[src/hw/rtl/sau_pkg.sv]
// ----------------------------------------------------------------------------
// Stack arithmetic unit package
// Shared sizes, operation and status codes, and the command and status
// bundles that pass between the controller and the datapath.
// ----------------------------------------------------------------------------
package sau_pkg;

	// Stack size and the widths that follow from it.
	localparam int STACK_DEPTH = 64;
	localparam int PTR_W       = (STACK_DEPTH > 2) ? $clog2(STACK_DEPTH) : 1;
	localparam int CNT_W       = $clog2(STACK_DEPTH + 1);

	// Fixed widths of the request and result fields.
	localparam int MODE_W   = 3;
	localparam int DATA_W   = 32;
	localparam int STATUS_W = 2;
	localparam int DEPTH_W  = 7;

	// Arithmetic needs the top entry and the one below it.
	localparam int MIN_OPERANDS = 2;

	// Number of quotient bits the divider produces, one per cycle.
	localparam int DIV_STEPS = DATA_W;
	localparam int DIV_CNT_W = $clog2(DIV_STEPS);

	typedef enum logic [MODE_W-1:0] {
		MODE_NOP  = 3'd0,
		MODE_PUSH = 3'd1,
		MODE_ADD  = 3'd2,
		MODE_SUB  = 3'd3,
		MODE_MUL  = 3'd4,
		MODE_DIV  = 3'd5
	} mode_t;

	typedef enum logic [STATUS_W-1:0] {
		ST_OK      = 2'd0,
		ST_SHORT   = 2'd1,
		ST_DIVZERO = 2'd2,
		ST_FULL    = 2'd3
	} status_t;

	// Commands from the controller to the datapath.
	typedef struct packed {
		logic latch;     // capture the request fields
		logic push;      // push the captured value
		logic rd;        // read the entry below the top
		logic alu;       // compute add, sub or mul into the result register
		logic div_start; // load the divider with operand magnitudes
		logic div_step;  // one quotient bit
		logic div_fix;   // apply the quotient sign into the result register
		logic commit;    // replace the two operands by the result
	} sau_cmd_t;

	// Status from the datapath to the controller.
	typedef struct packed {
		logic [MODE_W-1:0] mode;
		logic              full;
		logic              too_short;
		logic              t_zero;
		logic              div_last;
	} sau_sts_t;

endpackage

[src/hw/rtl/sau_datapath.sv]
// ----------------------------------------------------------------------------
// Stack arithmetic unit datapath
// Holds the top of stack in a register and the entries below it in a
// single-port memory, with an adder, a multiplier and a restoring divider.
// ----------------------------------------------------------------------------
module sau_datapath
	import sau_pkg::*;
(
	input  logic                     clk,
	input  logic                     arst_n,
	input  sau_cmd_t                 cmd,
	output sau_sts_t                 sts,
	input  logic [MODE_W-1:0]        mode,
	input  logic signed [DATA_W-1:0] push_value,
	output logic signed [DATA_W-1:0] top_value,
	output logic [DEPTH_W-1:0]       depth
);

	logic [DATA_W-1:0]    mem_q [STACK_DEPTH];
	logic [MODE_W-1:0]    mode_q;
	logic [DATA_W-1:0]    pv_q;
	logic [DATA_W-1:0]    top_q;
	logic [CNT_W-1:0]     count_q;
	logic [DATA_W-1:0]    second_q;
	logic [DATA_W-1:0]    res_q;
	logic [DATA_W-1:0]    rem_q;
	logic [DATA_W-1:0]    quo_q;
	logic [DATA_W-1:0]    dvs_q;
	logic                 neg_q;
	logic [DIV_CNT_W-1:0] div_cnt_q;

	logic [CNT_W-1:0]  cnt_m1;
	logic [CNT_W-1:0]  cnt_m2;
	logic [PTR_W-1:0]  wr_addr;
	logic [PTR_W-1:0]  rd_addr;
	logic [DATA_W-1:0] alu_res;
	logic [DATA_W-1:0] mag_s;
	logic [DATA_W-1:0] mag_t;
	logic [DATA_W:0]   shifted;
	logic [DATA_W+1:0] trial;

	// Entry below the top sits at count-1 before a push, count-2 for operands.
	assign cnt_m1  = count_q - CNT_W'(1);
	assign cnt_m2  = count_q - CNT_W'(MIN_OPERANDS);
	assign wr_addr = cnt_m1[PTR_W-1:0];
	assign rd_addr = cnt_m2[PTR_W-1:0];

	// Status toward the controller.
	assign sts.mode      = mode_q;
	assign sts.full      = (count_q >= CNT_W'(STACK_DEPTH));
	assign sts.too_short = (count_q < CNT_W'(MIN_OPERANDS));
	assign sts.t_zero    = (top_q == '0);
	assign sts.div_last  = (div_cnt_q == DIV_CNT_W'(DIV_STEPS - 1));

	// Result fields; an empty stack reads as zero.
	assign top_value = (count_q == '0) ? '0 : top_q;
	assign depth     = DEPTH_W'(count_q);

	// Request capture.
	always_ff @(posedge clk) begin
		if (cmd.latch) begin
			mode_q <= mode;
			pv_q   <= push_value;
		end
	end

	// Stack memory: the old top moves down on a push, the second entry is read out.
	always_ff @(posedge clk) begin
		if (cmd.push && (count_q != '0)) begin
			mem_q[wr_addr] <= top_q;
		end
		if (cmd.rd) begin
			second_q <= mem_q[rd_addr];
		end
	end

	// Add, subtract and multiply wrap at the data width.
	always_comb begin
		case (mode_q)
			MODE_ADD: alu_res = second_q + top_q;
			MODE_SUB: alu_res = second_q - top_q;
			MODE_MUL: alu_res = second_q * top_q;
			default:  alu_res = '0;
		endcase
	end

	// Operand magnitudes for the divider.
	assign mag_s = second_q[DATA_W-1] ? (DATA_W'(0) - second_q) : second_q;
	assign mag_t = top_q[DATA_W-1] ? (DATA_W'(0) - top_q) : top_q;

	// Restoring division step: shift in the next dividend bit and try a subtract.
	assign shifted = {rem_q, quo_q[DATA_W-1]};
	assign trial   = {1'b0, shifted} - {2'b00, dvs_q};

	always_ff @(posedge clk) begin
		if (cmd.div_start) begin
			rem_q     <= '0;
			quo_q     <= mag_s;
			dvs_q     <= mag_t;
			neg_q     <= second_q[DATA_W-1] ^ top_q[DATA_W-1];
			div_cnt_q <= '0;
		end else if (cmd.div_step) begin
			if (trial[DATA_W+1]) begin
				rem_q <= shifted[DATA_W-1:0];
				quo_q <= {quo_q[DATA_W-2:0], 1'b0};
			end else begin
				rem_q <= trial[DATA_W-1:0];
				quo_q <= {quo_q[DATA_W-2:0], 1'b1};
			end
			div_cnt_q <= div_cnt_q + DIV_CNT_W'(1);
		end
	end

	// Result register fed by the ALU or the divider.
	always_ff @(posedge clk) begin
		if (cmd.alu) begin
			res_q <= alu_res;
		end else if (cmd.div_fix) begin
			res_q <= neg_q ? (DATA_W'(0) - quo_q) : quo_q;
		end
	end

	// Top of stack and entry count.
	always_ff @(posedge clk or negedge arst_n) begin
		if (!arst_n) begin
			count_q <= '0;
		end else if (cmd.push) begin
			count_q <= count_q + CNT_W'(1);
		end else if (cmd.commit) begin
			count_q <= cnt_m1;
		end
	end

	always_ff @(posedge clk) begin
		if (cmd.push) begin
			top_q <= pv_q;
		end else if (cmd.commit) begin
			top_q <= res_q;
		end
	end

endmodule

[src/hw/rtl/sau_ctrl.sv]
// ----------------------------------------------------------------------------
// Stack arithmetic unit controller
// Sequences each request through decode and, for arithmetic, operand read,
// execution or the iterative divide, and commit; raises the result strobe.
// ----------------------------------------------------------------------------
module sau_ctrl
	import sau_pkg::*;
(
	input  logic                clk,
	input  logic                arst_n,
	input  logic                start,
	output logic                busy,
	output logic                done,
	output logic [STATUS_W-1:0] status,
	output sau_cmd_t            cmd,
	input  sau_sts_t            sts
);

	typedef enum logic [2:0] {
		S_IDLE,
		S_DECODE,
		S_EXEC,
		S_DIV,
		S_DFIX,
		S_COMMIT
	} state_t;

	state_t  state_q;
	logic    done_q;
	status_t status_q;
	logic    is_arith;

	assign is_arith = sts.mode inside {MODE_ADD, MODE_SUB, MODE_MUL, MODE_DIV};

	assign busy   = (state_q != S_IDLE);
	assign done   = done_q;
	assign status = status_q;

	// Datapath commands decoded from the state.
	always_comb begin
		cmd = '0;
		case (state_q)
			S_IDLE:   cmd.latch = start;
			S_DECODE: begin
				cmd.push = (sts.mode == MODE_PUSH) && !sts.full;
				cmd.rd   = is_arith && !sts.too_short;
			end
			S_EXEC: begin
				cmd.alu       = (sts.mode != MODE_DIV);
				cmd.div_start = (sts.mode == MODE_DIV) && !sts.t_zero;
			end
			S_DIV:    cmd.div_step = 1'b1;
			S_DFIX:   cmd.div_fix = 1'b1;
			S_COMMIT: cmd.commit = 1'b1;
			default:  cmd = '0;
		endcase
	end

	// State and registered result strobe and status.
	always_ff @(posedge clk or negedge arst_n) begin
		if (!arst_n) begin
			state_q  <= S_IDLE;
			done_q   <= 1'b0;
			status_q <= ST_OK;
		end else begin
			done_q <= 1'b0;
			case (state_q)
				S_IDLE: begin
					if (start) begin
						state_q <= S_DECODE;
					end
				end
				S_DECODE: begin
					if (sts.mode == MODE_PUSH) begin
						status_q <= sts.full ? ST_FULL : ST_OK;
						done_q   <= 1'b1;
						state_q  <= S_IDLE;
					end else if (is_arith && !sts.too_short) begin
						state_q <= S_EXEC;
					end else begin
						status_q <= is_arith ? ST_SHORT : ST_OK;
						done_q   <= 1'b1;
						state_q  <= S_IDLE;
					end
				end
				S_EXEC: begin
					if (sts.mode != MODE_DIV) begin
						state_q <= S_COMMIT;
					end else if (sts.t_zero) begin
						status_q <= ST_DIVZERO;
						done_q   <= 1'b1;
						state_q  <= S_IDLE;
					end else begin
						state_q <= S_DIV;
					end
				end
				S_DIV: begin
					if (sts.div_last) begin
						state_q <= S_DFIX;
					end
				end
				S_DFIX:   state_q <= S_COMMIT;
				S_COMMIT: begin
					status_q <= ST_OK;
					done_q   <= 1'b1;
					state_q  <= S_IDLE;
				end
				default:  state_q <= S_IDLE;
			endcase
		end
	end

endmodule

[src/hw/rtl/stack_arithmetic_unit_core.sv]
// ----------------------------------------------------------------------------
// Stack arithmetic unit
// Bounded stack of 32-bit signed integers with push, add, sub, mul and
// truncating div; each request returns the status, new top and new depth.
//
//   Channel   Handshake              Fields
//   request   start && !busy         mode, push_value
//   result    done (one cycle)       status, top_value, depth
//
// A nop, an unused mode, a push, a full-stack push or a short-stack request
// ends in the decode state; a zero divisor ends in the execute state;
// add, sub and mul pass through execute and commit; div passes through
// execute, the one-bit-per-cycle restoring divider, the sign fix and commit.
// busy is low again in the cycle that carries done, so the next request may
// be accepted there. Reset empties the stack; memory contents need no clear.
// The result cannot be stalled by the receiver.
// ----------------------------------------------------------------------------
module stack_arithmetic_unit_core
	import sau_pkg::*;
(
	input  logic                       clk,
	input  logic                       arst_n,
	input  logic                       start,
	output logic                       busy,
	input  logic [MODE_W-1:0]          mode,
	input  logic signed [DATA_W-1:0]   push_value,
	output logic                       done,
	output logic [STATUS_W-1:0]        status,
	output logic signed [DATA_W-1:0]   top_value,
	output logic [DEPTH_W-1:0]         depth
);

	sau_cmd_t cmd;
	sau_sts_t sts;

	// Sequencer.
	sau_ctrl u_ctrl (
		.clk    (clk),
		.arst_n (arst_n),
		.start  (start),
		.busy   (busy),
		.done   (done),
		.status (status),
		.cmd    (cmd),
		.sts    (sts)
	);

	// Stack storage and arithmetic.
	sau_datapath u_datapath (
		.clk        (clk),
		.arst_n     (arst_n),
		.cmd        (cmd),
		.sts        (sts),
		.mode       (mode),
		.push_value (push_value),
		.top_value  (top_value),
		.depth      (depth)
	);

	// A result never shows while a request is still in progress.
	a_done_idle: assert property (@(posedge clk) disable iff (!arst_n)
		done |-> !busy)
		else $error("result strobe while busy");

	// An accepted request always occupies the unit in the next cycle.
	a_accept_busy: assert property (@(posedge clk) disable iff (!arst_n)
		(start && !busy) |=> (busy && !done))
		else $error("accepted request did not start");

	// A full-stack rejection reports a full stack.
	a_full_depth: assert property (@(posedge clk) disable iff (!arst_n)
		(done && (status == ST_FULL)) |-> (depth == DEPTH_W'(STACK_DEPTH)))
		else $error("full status with room left");

	// A short-stack rejection reports fewer than two entries.
	a_short_depth: assert property (@(posedge clk) disable iff (!arst_n)
		(done && (status == ST_SHORT)) |-> (depth < DEPTH_W'(MIN_OPERANDS)))
		else $error("short status with enough operands");

	// The depth holds in the cycle after a result, since a new request
	// cannot change it before its decode cycle ends.
	a_depth_step: assert property (@(posedge clk) disable iff (!arst_n)
		done |=> (depth == $past(depth)))
		else $error("depth changed outside a request");

endmodule
[config.mk]
export PLATFORM = sky130hd
export DESIGN_NAME = stack_arithmetic_unit_core
export DESIGN_NICKNAME = d
export VERILOG_FILES = /design/src/hw/rtl/sau_pkg.sv /design/src/hw/rtl/sau_datapath.sv /design/src/hw/rtl/sau_ctrl.sv /design/src/hw/rtl/stack_arithmetic_unit_core.sv
export SDC_FILE = /design/constraint.sdc
export NUM_CORES = 2
export LEC_CHECK = 0
export BUFFER_PORTS_ARGS = -buffer_cell sky130_fd_sc_hd__clkbuf_2
export CAP_MARGIN = 25
export CELL_PAD_IN_SITES_DETAIL_PLACEMENT = 1
export CELL_PAD_IN_SITES_GLOBAL_PLACEMENT = 1
export CORE_MARGIN = 10
export CORE_UTILIZATION = 40
export DETAILED_ROUTE_END_ITERATION = 8
export PLACE_DENSITY = 0.7
export SLEW_MARGIN = 20
export SYNTH_ARGS = -nofsm -noshare
export SYNTH_HDL_FRONTEND = slang
export SYNTH_SLANG_ARGS = --single-unit
[constraint.sdc]
create_clock -name clk -period 10.9 [get_ports clk]
set_input_delay 1.09 -clock clk [delete_from_list [all_inputs] [get_ports clk]]
set_output_delay 1.09 -clock clk [all_outputs]
set_load 0.01 [all_outputs]
==> flow_summary.ini <==
[synth]
async_flop_share = 0.00567
ys_ff_latch = 2294
synthCells = 6330
synth_cell_types = 82
netlist_area_sq_um = 109000
synth_most_common_cell = edfxtp_1
syn-num-nets = 6976
yosys_most_used_dff = edfxtp_1
syn_area_per_cell_sq_um = 17.2
synth_top_cell_by_area = edfxtp_1
ys_top_cells_by_count = 2,244 x edfxtp_1, 653 x mux4_2, 438 x inv_1, 415 x nand2_1, 410 x fa_1
synth_area_leaders = edfxtp_1 62%, mux4_2 14%, fa_1 7.5%
yosysWarnings = 0
seq_area_frac_synth = 0.629
synth_top_cell_area_share = 0.619
synth-edff-count = 2244

[sta]
finalSetupViolCount = 0
slew_viol_final = 0
min_period_over_period = 0.760
min_period_ns = 8.29
skew_ns = 0.104
clock.fmax_mhz = 121
finalSetupTns_ns = 0
rsz0062_at_grt = false
hold_viol = 0
slew_headroom = 0.274
worstMarginPinSlew_ns = 1.06

[routing]
vias = 60110
firstDrtPassIters = 5
vias_per_cell = 5.85
drtIter0Drc = 7269
drc = 0
ant_nets = 0
wl_mm = 331
wl_per_cell_um = 32.2

[placed_design]
hpwl_mm = 197
io_buffers = 80
routabilityCongestion = 0.874

[clock_network]
cts_sinks = 2294
post_cts_buffers = 0
cts_htree_levels = 4
cts_tree = built
cts_made_buffers = 221
cts_hold_buf = 0
clock_latency_ns = 0.91
clock_path_buffers = 3
ctsRootBufferMaster = clkbuf_16
clkSlewWorstSetupHoldPaths_ns = 0.07
ctsResizeCount = 0

[layout]
drive_gt1_frac = 0.212
final_nets = 7150
fill_cells = 25793
syn_to_final_growth_pct = 12.0

[outcome]
status = finished, final reports clean

[worst_setup_path]
critPathMaxFanout = 74
critPathArrivalTime_ns = 8.83
cp-start-kind = flip-flop
r2r_slack_ns = 2.61
end_kind = flip-flop
worstPathRequired_ns = 11.45
crit_type = reg -> reg

[floorplan]
start_util = 0.402
chipHeight_um = 542
row_count = 191
coreArea_sq_um = 271000
design.die.area_sq_um = 293000
fp.dieW_um = 542
io_pins = 81

[worst_hold_path]
holdCritPathClass = in -> async

[global_route]
grt.total_usage = 0.222
grt_overflow = 0
grt_max_degree = 132
grt_pass1_wl_mm = 473
antenna_found_initial = 28
first_global_vias = 63859

[job]
cap_violations = 0
cells in the final DEF (no fill, tap or decap), types with 23 or more instances in the layout:
cell type  synthesis  layout
mux4_2           653     653
a211oi_1          25      23
inv_1            438     438
clkbuf_1         248      45
a21o_1            34      34
nor2_4             1      68
dfxtp_1           37      37
o31ai_1           37      37
nor3_1            37      37
and2_1           344     343
clkbuf_2           0      80
mux2_2            43      43
ha_1             198     197
nand2_1          415     414
clkbuf_16          0     221
fa_1             410     410
buf_4              0     205
nor2_1           180     113
clkinv_2           0      38
nand3_1           46      46
or3_1             27      27
xnor2_1          153     151
a221oi_1          23      23
mux2i_1           34      34
edfxtp_1        2244    2244
clkinv_1           0      48
o21ai_0          139     137
a21oi_1          122     122
xor2_1           114     113
path summary, 6_finish.rpt:
path	endpoint	startpoint	cells past startpoint
min reg2reg	u_datapath.div_cnt_q[4]$_SDFFE_PP0N_	u_datapath.div_cnt_q[4]$_SDFFE_PP0N_	2
max	u_datapath.res_q[31]$_DFFE_PP_	u_datapath.top_q[9]$_DFFE_PP_	23
min	u_datapath.depth[1]$_DFFE_PN0P_	arst_n	1
min in group clk	u_datapath.pv_q[6]$_DFFE_PP_	push_value[6]	1
max in group asynchronous	u_ctrl.done$_DFF_PN0_	arst_n	1
max reg2reg	u_datapath.res_q[31]$_DFFE_PP_	u_datapath.top_q[9]$_DFFE_PP_	23
cells by family after synthesis:
family | Yosys count | share of synthesized area
fa+ha+maj | 608 | 0.0981
mux | 730 | 0.143
xor+xnor | 267 | 0.0215
flops | 2294 | 0.629
simple gates | 1167 | 0.0534
compound gates | 479 | 0.0281
buf+inv | 785 | 0.0276
registers in the layout, summed over array words and instances, names as in the netlist:
signal / count
u_ctrl.done: 1
u_ctrl.state_q: 3
u_ctrl.status: 2
u_datapath.depth: 7
u_datapath.div_cnt_q: 5
u_datapath.dvs_q: 32
u_datapath.mem_q: 2048
u_datapath.mode_q: 3
u_datapath.neg_q: 1
u_datapath.pv_q: 32
u_datapath.quo_q: 32
u_datapath.rem_q: 32
u_datapath.res_q: 32
u_datapath.second_q: 32
u_datapath.top_q: 32
worst max-delay path, cell delays in order, from the launching register on:
cell and delay (ns):
edfxtp_1 0.97, buf_4 0.75, nand2_1 0.19, fa_1 0.43, inv_1 0.08, fa_1 0.43, fa_1 0.51, inv_1 0.05
fa_1 0.48, inv_1 0.05, ha_1 0.27, ha_1 0.29, fa_1 0.50, fa_1 0.43, ha_1 0.45, nand3_1 0.11
a211oi_1 0.59, o211ai_1 0.28, a31oi_1 0.33, o21ai_0 0.15, a21oi_1 0.20, xnor2_1 0.09, a211oi_1 0.27, a21oi_1 0.10
final cells by class:
class	count	area, sq um	area share
diodes	16	40.0	0.000328
inverters	440	1650	0.0135
multi-input cells	3251	38000	0.312
repair buffers	296	2130	0.0175
well taps	3570	4470	0.0366
clock inverters	136	1480	0.0121
clock buffers	270	5750	0.0472
flip-flops and latches	2294	68500	0.561
stage by stage:
step                      instance area, sq um  worst slack, ns  instances  hold slack, ns  utilization
final                                   122000             2.61      10273           0.195        0.451
after global routing                    122000             2.28      10267           0.175        0.451
after CTS                               122000             2.59      10254           0.139        0.450
after detailed placement                115000             2.69       9848           0.471        0.424
after global placement                  115000             2.81       9843           0.448        0.423
after floorplan                         109000             3.07       6330           0.440            -
routing by layer:
layer,share of wire,vias up,track usage,wire length (um)
met1,0.40,32390,0.298,132000
met2,0.48,2804,0.360,158000
met4,0.044,14,0.0908,14400
li1,-,24276,-,-
met5,0.00023,-,0,76
met3,0.079,626,0.0389,26100
Power is left out: the tool's default activity adds up to more than one toggle a clock period on the data nets, which glitch-free logic cannot reach.
